===== config.mk =====
export PLATFORM = sky130hd
export DESIGN_NAME = bhu_div
export DESIGN_NICKNAME = d
export VERILOG_FILES = /design/src/rtl/core/bhu_div.sv
export SDC_FILE = /design/constraint.sdc
export NUM_CORES = 1
export LEC_CHECK = 0
export ABC_CLOCK_PERIOD_IN_PS = 10500
export BUFFER_PORTS_ARGS = -buffer_cell sky130_fd_sc_hd__buf_2
export CAP_MARGIN = 20
export CORE_ASPECT_RATIO = 1.2
export CORE_UTILIZATION = 60
export CTS_CLUSTER_DIAMETER = 120
export CTS_CLUSTER_SIZE = 24
export DETAILED_ROUTE_END_ITERATION = 12
export PLACE_DENSITY_LB_ADDON = 0.2
export SYNTH_ARGS = -nofsm -noshare
export SYNTH_HDL_FRONTEND = slang
export SYNTH_SLANG_ARGS = --single-unit

===== constraint.sdc =====
create_clock -name clk_i -period 10.5 [get_ports clk_i]
set_input_delay 2.1 -clock clk_i [delete_from_list [all_inputs] [get_ports clk_i]]
set_output_delay 2.1 -clock clk_i [all_outputs]
set_load 0.01 [all_outputs]

===== src/rtl/core/bhu_div.sv =====
// Pipelined restoring divider with a common divisor and a tag carried alongside.
`default_nettype none

module bhu_div #(
  parameter int unsigned LANES = 1,
  parameter int unsigned QW    = 12,
  parameter int unsigned DW    = 7,
  parameter int unsigned STEPS = 4,
  parameter int unsigned TW    = 1
) (
  input  logic                        clk_i,
  input  logic                        rst_ni,
  input  logic                        in_valid_i,
  output logic                        in_ready_o,
  input  logic [DW-1:0]               den_i,
  input  logic [LANES-1:0][QW-1:0]    quo_i,
  input  logic [LANES-1:0][DW-1:0]    rem_i,
  input  logic [TW-1:0]               tag_i,
  output logic                        out_valid_o,
  input  logic                        out_ready_i,
  output logic [LANES-1:0][QW-1:0]    quo_o,
  output logic [LANES-1:0][DW-1:0]    rem_o,
  output logic [TW-1:0]               tag_o
);

  localparam int unsigned NST = QW / STEPS;

  // STEPS quotient bits per stage; the remainder must start below the divisor.
  function automatic logic [DW+QW-1:0] div_steps(input logic [DW-1:0] rem,
                                                 input logic [QW-1:0] quo,
                                                 input logic [DW-1:0] den);
    logic [DW:0]   trial;
    logic [DW-1:0] r;
    logic [QW-1:0] q;
    r = rem;
    q = quo;
    for (int i = 0; i < int'(STEPS); i++) begin
      trial = {r, q[QW-1]};
      q     = {q[QW-2:0], 1'b0};
      if (trial >= {1'b0, den}) begin
        trial = trial - {1'b0, den};
        q[0]  = 1'b1;
      end
      r = trial[DW-1:0];
    end
    return {r, q};
  endfunction

  logic                     v_q   [NST];
  logic [LANES-1:0][QW-1:0] quo_q [NST];
  logic [LANES-1:0][DW-1:0] rem_q [NST];
  logic [DW-1:0]            den_q [NST];
  logic [TW-1:0]            tag_q [NST];
  logic [NST:0]             rdy;

  always_comb begin
    rdy[NST] = out_ready_i;
    for (int k = int'(NST) - 1; k >= 0; k--) begin
      rdy[k] = !v_q[k] || rdy[k+1];
    end
  end

  for (genvar k = 0; k < NST; k++) begin : g_st
    logic                     sv;
    logic [LANES-1:0][QW-1:0] sq;
    logic [LANES-1:0][DW-1:0] sr;
    logic [DW-1:0]            sd;
    logic [TW-1:0]            st;

    if (k == 0) begin : g_head
      assign sv = in_valid_i;
      assign sq = quo_i;
      assign sr = rem_i;
      assign sd = den_i;
      assign st = tag_i;
    end else begin : g_body
      assign sv = v_q[k-1];
      assign sq = quo_q[k-1];
      assign sr = rem_q[k-1];
      assign sd = den_q[k-1];
      assign st = tag_q[k-1];
    end

    always_ff @(posedge clk_i or negedge rst_ni) begin
      if (!rst_ni) begin
        v_q[k] <= 1'b0;
      end else if (rdy[k]) begin
        v_q[k] <= sv;
      end
    end

    always_ff @(posedge clk_i) begin
      if (rdy[k] && sv) begin
        for (int l = 0; l < int'(LANES); l++) begin
          {rem_q[k][l], quo_q[k][l]} <= div_steps(sr[l], sq[l], sd);
        end
        den_q[k] <= sd;
        tag_q[k] <= st;
      end
    end
  end

  assign in_ready_o  = rdy[0];
  assign out_valid_o = v_q[NST-1];
  assign quo_o       = quo_q[NST-1];
  assign rem_o       = rem_q[NST-1];
  assign tag_o       = tag_q[NST-1];

endmodule

`default_nettype wire


# [Yosys cells after proc, flatten, opt, wreduce, memory -nomap -nowiden]
# Memories as Yosys holds them, arrays and structs flattened.
# Cells that the tools add are included.
[classes] n_addsub=12 order_cmp=12 mux=39 n_reduce_logical=9
[ops] operator="7-bit 2-to-1 mux" n=21
[ops] operator="8-bit by 7-bit greater-or-equal comparator with 1-bit output" n=12
[ops] operator="7-bit subtractor" n=12
[ops] operator="1-bit 2-to-1 mux" n=18
[ops] operator="1-bit logical AND" n=3
[ops] operator="1-bit logical NOT" n=3
[ops] operator="1-bit logical OR" n=3
[totals] regBits=60 ramBits=24 in_bits=31 out_inout_bits=22 word_cells=83 mem_count=2
[mem_list] name="den_q" words=3 word_bits=7 rd=2 rd_ports_with_merged_regs=0 write_ports=3 line="52" source="logic [DW-1:0] den_q [NST];"
[mem_list] name="tag_q" words=3 word_bits=1 rd=3 rd_ports_with_merged_regs=0 write_ports=3 line="53" source="logic [TW-1:0] tag_q [NST];"

# [Depth between registers and ports, before layout]
# Gate-level depths: netlist of the first run.
[depth] word_depth=14 depth_mapped=41 mapped_depth_nobuf=39

# [Worst setup path after synthesis of the first run]
# OpenSTA, ideal clock, no wires.
[synth_timing] path_kind="in2reg" from="input quo_i[11] (netlist name)" to="register rem_q, in the netlist g_st[1].sr[4], data pin" arrival_time_ns=9.586 t_required_ns=10.239 slack_ns=0.653 stages=37 path_cell_list="inv_1 -> ha_1 -> inv_1 -> fa_1 -> a211oi_2 -> o21ai_1 -> a41oi_2 -> buf_4 -> mux2i_1 -> inv_1 -> ha_1 -> nor2b_1 -> o31a_1 -> o32ai_1 -> o21ai_1 -> nor2_1 -> mux2_2 -> inv_1 -> ha_1 -> nor2b_1 -> o31ai_1 -> a21oi_1 -> a2111o_1 -> or4_1 -> and2_4 -> buf_6 -> clkbuf_1 -> mux2i_1 -> ha_1 -> nor2b_1 -> o21ai_0 -> nand2b_1 -> a211oi_1 -> o21ai_0 -> a211oi_4 -> inv_2 -> a221o_1"
[synth_between] elab_chain_len=11 elab_cells_between_ends=15 cone_classes="add/sub (4); order compare (4); mux (7)"
[synth_rtl] item="start, declared" line="16" source="input logic [LANES-1:0][QW-1:0] quo_i,"
[synth_rtl] item="7-bit subtractor / 8-bit by 7-bit greater-or-equal comparator with 1-bit output (equally long branches)" line="41, 40"
[synth_rtl] item="7-bit 2-to-1 mux (*)" line="40" source="if (trial >= {1'b0, den}) begin"
[synth_rtl] item="7-bit 2-to-1 mux (*)" line="93" source="if (rdy[k] && sv) begin"
[synth_rtl] item="7-bit subtractor / 8-bit by 7-bit greater-or-equal comparator with 1-bit output (equally long branches)" line="41, 40"
[synth_rtl] item="7-bit 2-to-1 mux (*)" line="40"
[synth_rtl] item="7-bit 2-to-1 mux (*)" line="93"
[synth_rtl] item="7-bit subtractor / 8-bit by 7-bit greater-or-equal comparator with 1-bit output (equally long branches)" line="41, 40"
[synth_rtl] item="7-bit 2-to-1 mux (*)" line="40"
[synth_rtl] item="7-bit 2-to-1 mux (*)" line="93"
[synth_rtl] item="7-bit subtractor / 8-bit by 7-bit greater-or-equal comparator with 1-bit output (equally long branches)" line="41, 40"
[synth_rtl] item="7-bit 2-to-1 mux (*)" line="40"
[synth_rtl] item="end signal, assigned by index" line="95" source="{rem_q[k][l], quo_q[k][l]} <= div_steps(sr[l], sq[l], sd);"
[synth_rtl] item="end, declared" line="51" source="logic [LANES-1:0][DW-1:0] rem_q [NST];"
# Every way passes the cells marked *; elsewhere a longest branch is shown, timed or not. The select of a mux whose other input is x is not followed.
# A chain may end at the register's enable or synchronous reset.

# [Worst setup path after layout of the first run]
[layout_timing] from="input quo_i[11] (netlist name)" to="register rem_q, in the netlist g_st[1].sr[6], data pin"
# The elaborated chain is that of the path after synthesis.

==> results of run 1 <==
layout by cell type (no fill, tap or decap), drive strengths merged, types with 9 or more instances in the layout:
master	synthesis	final
a211oi	16	16
a21o	16	16
a21oi	35	35
a221o	13	13
and2	11	11
buf	7	61
clkbuf	2	9
edfxtp	74	74
fa	12	12
ha	84	84
inv	70	73
mux2	19	19
mux2i	12	12
nand2	36	36
nand2b	21	21
nand3	13	13
nand4	10	10
nor2	48	48
nor2b	23	23
nor3	14	14
o21a	14	14
o21ai	52	52
xnor2	27	27
xor2	16	16
stage by stage:
stage                     setup WS, ps  cell area, sq um  cells  hold WS (ps)  util (%)
after floorplan                  653.1              7149    730         400.3         -
after global placement           432.2              7609    939         401.0     65.78
after detailed placement         184.5              7609    939         404.5     65.78
after CTS                        501.3              7915    955         419.0     68.43
after global routing             16.56              7918    955         422.0     68.45
final                            639.0              7918    955         418.7     68.45
final timing paths:
check,to,cells past startpoint
worst min-delay path,g_st[2].sq[5]$_DFFE_PP_,0
worst min register to register,g_st[2].sq[5]$_DFFE_PP_,0
max in group asynchronous,g_st[2].sv$_DFFE_PN0P_,1
worst max register to register,g_st[2].sr[6]$_DFFE_PP_,33
worst max-delay path,g_st[1].sr[6]$_DFFE_PP_,35
min in group asynchronous,out_valid_o$_DFFE_PN0P_,1
sequential cells by signal (all words and copies together) (netlist names):
signal	cells
g_st.sr	14
g_st.sv	2
out_valid_o	1
rem_o	7
den_q	14
g_st.sq	24
quo_o	12
tag_q	3
repair_timing:
action	in CTS	in global routing
hold buffers	0	0
endpoints found under the setup margin	0	12
resized for setup	0	4
metal layers:
layer / vias to the layer above / GRT usage (%)
met5: - / 0
met4: 0 / 16.49
met3: 53 / 4.188
met2: 162 / 52.83
met1: 2742 / 30.78
li1: 2848 / -
final cells by class:
| class | count | area (sq um) |
|---|---|---|
| fillers | 896 | 3650 |
| flip-flops and latches | 77 | 2297 |
| inverters | 70 | 262.8 |
| repair buffers | 61 | 327.8 |
| clock buffers | 9 | 225.2 |
| clock inverters | 7 | 81.33 |
| multi-input cells | 574 | 4527 |
| well taps | 157 | 196.4 |
cell families (layout without fill, tap and decap cells):
kind of cell | Yosys count | after routing | synth area share, %
AND/OR/NAND/NOR | 209 | 209 | 15.66
adder cells (fa/ha/maj) | 96 | 96 | 18.06
multiplexers | 31 | 31 | 4.725
XOR/XNOR | 43 | 43 | 5.268
AO/OA/AOI/OAI | 195 | 195 | 19.57
buffers and inverters | 79 | 147 | 4.585
flip-flops | 77 | 77 | 32.13
worst max-delay path: cells and delay by family:
kind | cells | cell delay, ps
AO/OA/AOI/OAI | 13 | 3230
multiplexers | 3 | 800
buffers and inverters | 6 | 520
adder cells (fa/ha/maj) | 5 | 1500
AND/OR/NAND/NOR | 8 | 1850
==> impl_results.md, run 1 <==
* H-tree lvl count at 3
* Worst-path clk slew at roughly 60 ps
* First-pass GRT wire length at roughly 27 mm
* Worst hold path class: flop to flop
* Worst Path Required at around 11000 ps
* Yosys top cell area share at 31.08%
* Post-route DRC at 0
* Most frequent cell after synthesis: ha_1
* Clk buf depth at 2
* DRT iter0 DRCs at ~330
* Total track usage at around 29%
* Fin. max-slew vios at 0
* Met3 Wirelength at 555 um
* Achievable Freq at around 100 MHz
* Ys Warns at 0
* RR Startpoint: den_q[0][1]$_DFFE_PP_
* Drt total wl at 16.85 mm
* Crit-path max FO at 21
* CTS root buffer: clkbuf_16
* Routed len/inst at approximately 18 um
* # diodes at 0
* CP peak stage delay at around 430 ps
* Synthesis-to-layout area growth at 10.75%
* FF+latch count, synth at 77
* Ys flop type: edfxtp_1
* Post-CTS setup buffer count at 0
* Crit end category: flop
* Clock Latency Late Sink at around 350 ps
* Crit-path slowest cell: fa_1
* Initial antenna violation count at 0
* HP Start: g_st[1].sq[1]$_DFFE_PP_
* Mapped Cells at 730
* Relative slew slack at approximately a third
* CORE AREA at 11570 sq um
* Synthesized area at approximately 7100 sq um
* RePlAce Congestion at ~0.96
* Nets at slightly above 900
* Leading area contributor after synthesis: edfxtp_1
* Top cells by count, synth: ha_1 (84), edfxtp_1 (74), inv_1 (65)
* CTS tree: yes
* Clk_skew at ~6 ps
* Dpl hpwl at 13.40 mm
* IO Pins at 53
* Vias per std cell at 6.079
* Synth unique cells at 77
* Max-cap violations at 0
* Cell row count at 43
* Setup TNS at 0 ps
* Crit path time final at 9861 ps
* GRT overflow at 0
* Pin count of the biggest net entering global routing at 28
* Synth top area cells: edfxtp_1 (31%), ha_1 (15%), o21ai_0 (3.4%)
* Final hold viol count at 0
* Finish-stage setup viols at 0
* Sinks on Clock Net at 77
* DIE AREA at around 12000 sq um
* R2R Setup Slk at between 700 and 800 ps
* Buffers on Ports at 52
* Die Y at 121.6 um
* Post-synth ARST share at roughly 3.9%
* Vias in the first global route at 5728
* Critical path arrival at 10030 ps
* Crit path from: quo_i[11]
* Tightest Pin Transition at slightly above 1000 ps
* CP Launch Type: input port
* RSZ-0062 raised after global routing: false
* Mapped Nets at 857
* TritonCTS Buffers at 9
* EDFF count, synth at 74
* Synth Area per Inst at between 9 and 10 sq um
* Total number of vias at 5805
* Met2 WL at between 9 and 10 mm
* Status: complete, no violations
* Tcrit/Tclk final at about 94%
* M1 WL at between 6 and 7 mm
* Share of post-route cells with drive strength above 1 at about 16%
* Die Span X at roughly 100 um
* Critical Setup Path Class: input port to flop
* Final ANT Viol Nets at 0
* Pre-antenna DRT Iters at 7
* Post-synthesis sequential area ratio at between 30% and 40%
* Max Used Layer: met4
* Initial Util at between 60% and 70%
Power of run 1 is not shown: default switching activity piles up to over one toggle a cycle in this logic, so the estimate is an artifact.
==> run 2, diff against run 1 <==
CTS_BUF_LIST = sky130_fd_sc_hd__clkbuf_8   (was not set)
==> run 2 against run 1 <==
Against the previous run:
- global-route usage down 0.19 points
- critical path type unchanged
- clock skew up 5.0 ps
- first-iteration DRC count decreased by 15%
- maximum frequency is essentially flat
- critical path depth is the same
- via count decreased by 0.93%
==> impl_results.md, run 2 (synthesized netlist as in run 1, its figures left out) <==
* DRT iter0 DRCs at about 280
* Buffers on Ports at between 50 and 60
* CP peak stage delay at roughly 430 ps
* Achievable Freq at a little over 100 MHz
* Worst Path Required at about 11000 ps
* Sinks on Clock Net at 77
* Max FFs per register at 24
* Commonest non-fill, non-tap cells in the layout: ha_1 (84), edfxtp_1 (74), inv_1 (65), buf_2 (52)
* Die Span X at around 100 um
* Die Y at approximately 120 um
* Worst hold path class: flop to flop
* Vias in the first global route at 5701
* Met3 usage at under 10%
* Initial Util at between 60% and 70%
* Crit-path slowest cell: fa_1
* Relative slew slack at about a third
* Clk_skew at around 11 ps
* Crit-path max FO at 21
* CP Launch Type: input port
* R2r worst-path depth at 33
* Max-cap violations at 0
* Tcrit/Tclk final at between 90 and 100%
* Tightest Pin Transition at about 1000 ps
* CTS Hold Bufs at 0
* Crit end category: flop
* GRT overflow at 0
* Initial antenna violation count at 0
* CTS tree: yes
* H-tree lvl count at 3
* Total track usage at 28.48%
* RePlAce Congestion at roughly 0.96
* R2R Setup Slk at approximately 870 ps
* Crit path from: quo_i[11]
* CTS root buffer: clkbuf_8
* DIE AREA at between 10000 and 15000 sq um
* RSZ-0062 raised after global routing: false
* Fin. max-slew vios at 0
* Nets at 920
* CORE AREA at around 12000 sq um
* Crit path time final at 9858 ps
* Routed len/inst at roughly 17 um
* Post-CTS setup buffer count at 0
* Drt total wl at between 15 and 20 mm
* Clk buf depth at 2
* Met1 Usage GRT at 30.84%
* Share of post-route cells with drive strength above 1 at between 15 and 20%
* Post-route DRC at 0
* M2 GR Usage at between 50% and 60%
* Clock Latency Late Sink at between 300 and 400 ps
* Worst-path clk slew at around 90 ps
* Grt peak-use layer: met2
* First-pass GRT wire length at ~27 mm
* Total number of vias at 5751
* # diodes at 0
* Dpl hpwl at about 13 mm
* Critical Setup Path Class: input port to flop
* Final ANT Viol Nets at 0
* Vias per std cell at between 6 and 7
* Reg2reg end: g_st[2].sr[6]$_DFFE_PP_
* Final hold viol count at 0
* Pre-antenna DRT Iters at 7
* Commonest non-fill, non-tap cell in the layout: ha_1
* IO Pins at between 50 and 60
* TritonCTS Buffers at 9
* CP endpoint: g_st[1].sr[6]$_DFFE_PP_
* Status: complete, no violations
* Setup TNS at 0 ps
* RR Startpoint: den_q[0][1]$_DFFE_PP_
* Pin count of the biggest net entering global routing at 28
* Critical path arrival at just over 10000 ps
* Finish-stage setup viols at 0
* Cell row count at 43
* Post-CTS sizing at 0
* Synthesis-to-layout area growth at 9.328%
==> run 2: metal layers <==
layer  wire length [um]  up-vias  part of all wire [%]
li1                   -     2838                     -
met1               6479     2716                    39
met2               8993      143                    54
met3                428       54                   2.6
met4                765        0                   4.6
met5                  0        -                     0
==> run 2: critical path: cells and delay by family <==
kind	cells	cell delay, ps
adders and majority gates	5	1500
and+or+nand+nor	8	1850
muxes	3	810
AOI/OAI and AO/OA	13	3220
buffers and inverters	6	550
==> run 2: cell type report <==
class                   instances  area (sq um)
clock inverters                 7         81.33
fillers                       912          3751
flip-flops and latches         77          2297
clock buffers                   9         123.9
well taps                     157         196.4
repair buffers                 61         327.8
multi-input cells             574          4527
inverters                      70         262.8
==> run 2: worst min-delay path by stage <==
| stage | startpoint | end | cells past startpoint |
|---|---|---|---|
| finish | g_st[1].sq[6]$_DFFE_PP_ | g_st[2].sq[10]$_DFFE_PP_ | 0 |
| global route | g_st[2].sq[5]$_DFFE_PP_ | quo_o[9]$_DFFE_PP_ | 0 |
| CTS | g_st[1].sq[6]$_DFFE_PP_ | g_st[2].sq[10]$_DFFE_PP_ | 0 |
| detailed placement | g_st[1].sq[6]$_DFFE_PP_ | g_st[2].sq[10]$_DFFE_PP_ | 0 |
| global placement | tag_q[0][1]$_DFFE_PP_ | tag_q[0][2]$_DFFE_PP_ | 0 |
| floorplan | g_st[1].sq[6]$_DFFE_PP_ | g_st[2].sq[10]$_DFFE_PP_ | 0 |
==> run 2: per-stage QoR <==
stage / utilization [%] / setup slack [ps] / cell area, sq um / instances / hold slack (ps)
floorplan: - / 653.1 / 7149 / 730 / 400.3
global placement: 65.78 / 432.2 / 7609 / 939 / 401.0
detailed placement: 65.78 / 184.5 / 7609 / 939 / 404.5
CTS: 67.55 / 529.8 / 7814 / 955 / 424.5
global route: 67.57 / 49.43 / 7816 / 955 / 428.3
finish: 67.57 / 642.2 / 7816 / 955 / 423.6
Power of run 2 is left out for the same reason.
==> run 3, diff against run 2 <==
ABC_AREA = 1   (was not set)
==> run 3 against run 2 <==
Against the previous run:
- largest cell class unchanged
- maximum frequency up 20%
- via count up 3.3%
- global-route usage down 1.1 points
==> impl_results.md, run 3 <==
* Compound-Gate Fraction of Synth Area at 8.342%
* CP dominant cell by count: nand2_1
* Post-CTS sizing at 0
* # diodes at 0
* Drt total wl at around 16 mm
* Crit-path max FO at 12
* RePlAce Congestion at ~0.94
* Yosys top cell area share at a little under a third
* Clk buf depth at 2
* IO Pins at 53
* Clock Latency Late Sink at 370 ps
* Placed insts at between 1000 and 1500
* Final hold viol count at 0
* CTS root buffer: clkbuf_8
* Post-Synth Simple-Gate Area at 28.31%
* Final ANT Viol Nets at 0
* Nets at roughly 1100
* Ys flop type: edfxtp_1
* XOR/XNOR Fraction of Synth Area at 6.020%
* Setup TNS at 0 ps
* Worst Path Required at 10620 ps
* Fin. max-slew vios at 0
* DIE AREA at approximately 13000 sq um
* Post-synth ARST share at just under 4%
* Met1 Usage GRT at between 30 and 40%
* Synth Area per Inst at slightly above 8 sq um
* RSZ-0062 raised after global routing: false
* Synthesis-to-layout area growth at 9.374%
* Vias per std cell at 5.337
* Mapped Cells at between 800 and 900
* Finish-stage setup viols at 0
* Initial antenna violation count at 0
* Footprint of the multi-input gates at approximately 4400 sq um
* Die Span X at 102.5 um
* Met3 usage at about 3.9%
* Top cells by count, synth: nand2_1 (260), inv_1 (136), ha_1 (84)
* Grt peak-use layer: met2
* M2 GR Usage at a little under half
* FF+latch count, synth at between 70 and 80
* Tcrit/Tclk final at around four fifths
* Fillers at 1011
* Leading area contributor after synthesis: edfxtp_1
* Post-route DRC at 0
* Synth unique cells at 46
* Synthesized area at 7274 sq um
* Commonest non-fill, non-tap cell in the layout: nand2_1
* H-tree lvl count at 3
* Worst hold path class: flop to flop
* Register area at ~2300 sq um
* Fin Hold WS at just over 400 ps
* Post-Synth Adder-Cell Area at 17.75%
* Post-synthesis mux area share at 0%
* Commonest non-fill, non-tap cells in the layout: nand2_1 (260), inv_1 (137), ha_1 (84), edfxtp_1 (74), nand3_1 (54)
* Initial Util at 62.31%
* DRT iter0 DRCs at 343
* Buffers on Ports at 52
* Relative slew slack at between 60 and 70%
* Sinks on Clock Net at 77
* Post-CTS setup buffer count at 0
* TritonCTS Buffers at 9
* Die Y at ~120 um
* Main combinational cell family by area after synthesis: simple AND/OR/NAND/NOR gates
* Max-cap violations at 0
* R2R Setup Slk at approximately 3500 ps
* Ys Warns at 0
* Crit path time final at a little over 8000 ps
* Pin count of the biggest net entering global routing at 28
* Status: complete, no violations
* Mapped Nets at roughly 1000
* Total track usage at 27.40%
* Achievable Freq at around 120 MHz
* Max FFs per register at 24
* CP Launch Type: input port
* Pre-antenna DRT Iters at 5
* Worst-path clk slew at around 90 ps
* Dpl hpwl at around 13 mm
* Cell row count at 43
* CTS Hold Bufs at 0
* Tightest Pin Transition at about 560 ps
* First-pass GRT wire length at approximately 26 mm
* Share of post-route cells with drive strength above 1 at between 10% and 20%
* Critical path arrival at approximately 8300 ps
* Crit-path slowest cell: fa_1
* CORE AREA at 11670 sq um
* Total number of vias at 5940
* Most frequent cell after synthesis: nand2_1
* Synth top area cells: edfxtp_1 (31%), ha_1 (14%), nand2_1 (13%)
* Crit end category: flop
* Clk_skew at between 10 and 15 ps
* Critical Setup Path Class: input port to flop
* Vias in the first global route at 5848
* CP peak stage delay at ~450 ps
* EDFF count, synth at 74
* Post-synthesis sequential area ratio at between 30% and 40%
* Util after Layout at slightly below 70%
* Fin cells at ~1100
* GRT overflow at 0
* Routed len/inst at roughly 14 um
* CTS tree: yes
-- run 3: changes by cell type in the layout (fill, tap and decap cells not counted), moves of 21 or more --
| cell | delta |
|---|---|
| inv_1 | +72 |
| nand2_1 | +224 |
| nand2b_1 | -21 |
| nand3_1 | +41 |
| nor2_1 | -26 |
| nor2b_1 | -22 |
| o21ai_0 | -22 |
-- run 3: layer usage --
layer / wire, um / up-vias
met3: 800 / 38
met4: 495 / 0
li1: - / 3055
met2: 7816 / 179
met1: 6685 / 2668
met5: 0 / -
-- run 3: critical path: cells and delay by family --
| family | cells | cell delay [ps] |
|---|---|---|
| simple gates | 27 | 2560 |
| fa+ha+maj | 4 | 1640 |
| compound gates | 7 | 1270 |
| buf+inv | 7 | 720 |
-- run 3: final timing paths --
kind                                         start                      end  depth (start not counted)
max                                       den_i[1]  g_st[1].sr[3]$_DFFE_PP_                         45
min                        g_st[2].sq[5]$_DFFE_PP_       quo_o[9]$_DFFE_PP_                          0
max reg2reg                  den_q[0][1]$_DFFE_PP_  g_st[2].sr[5]$_DFFE_PP_                         42
min reg2reg                g_st[2].sq[5]$_DFFE_PP_       quo_o[9]$_DFFE_PP_                          0
max in group asynchronous                   rst_ni   g_st[1].sv$_DFFE_PN0N_                          1
min in group asynchronous                   rst_ni  out_valid_o$_DFFE_PN0P_                          1
-- run 3: final cells by class --
type | instances | area share, %
Sequential cell | 77 | 28.87
Clock inverter | 7 | 0.8649
Timing Repair Buffer | 55 | 4.057
Clock buffer | 9 | 1.557
Multi-Input combinational cell | 664 | 55.29
Tap cell | 157 | 2.469
Inverter | 144 | 6.888
-- run 3: cell families after synthesis --
family	Yosys count
and+or+nand+nor	415
buffers and inverters	147
AOI/OAI and AO/OA	103
adders and majority gates	96
DFF	77
xor gates and xnor gates	50
-- run 3: per-stage QoR --
stage                     cell area (sq um)  setup slack (ps)
after floorplan                        7274              2802
final                                  7956              2297
after detailed placement               7709              2008
after global placement                 7709              2250
after CTS                              7901              2355
after global routing                   7956              1671
Power of run 3 is left out for the same reason.
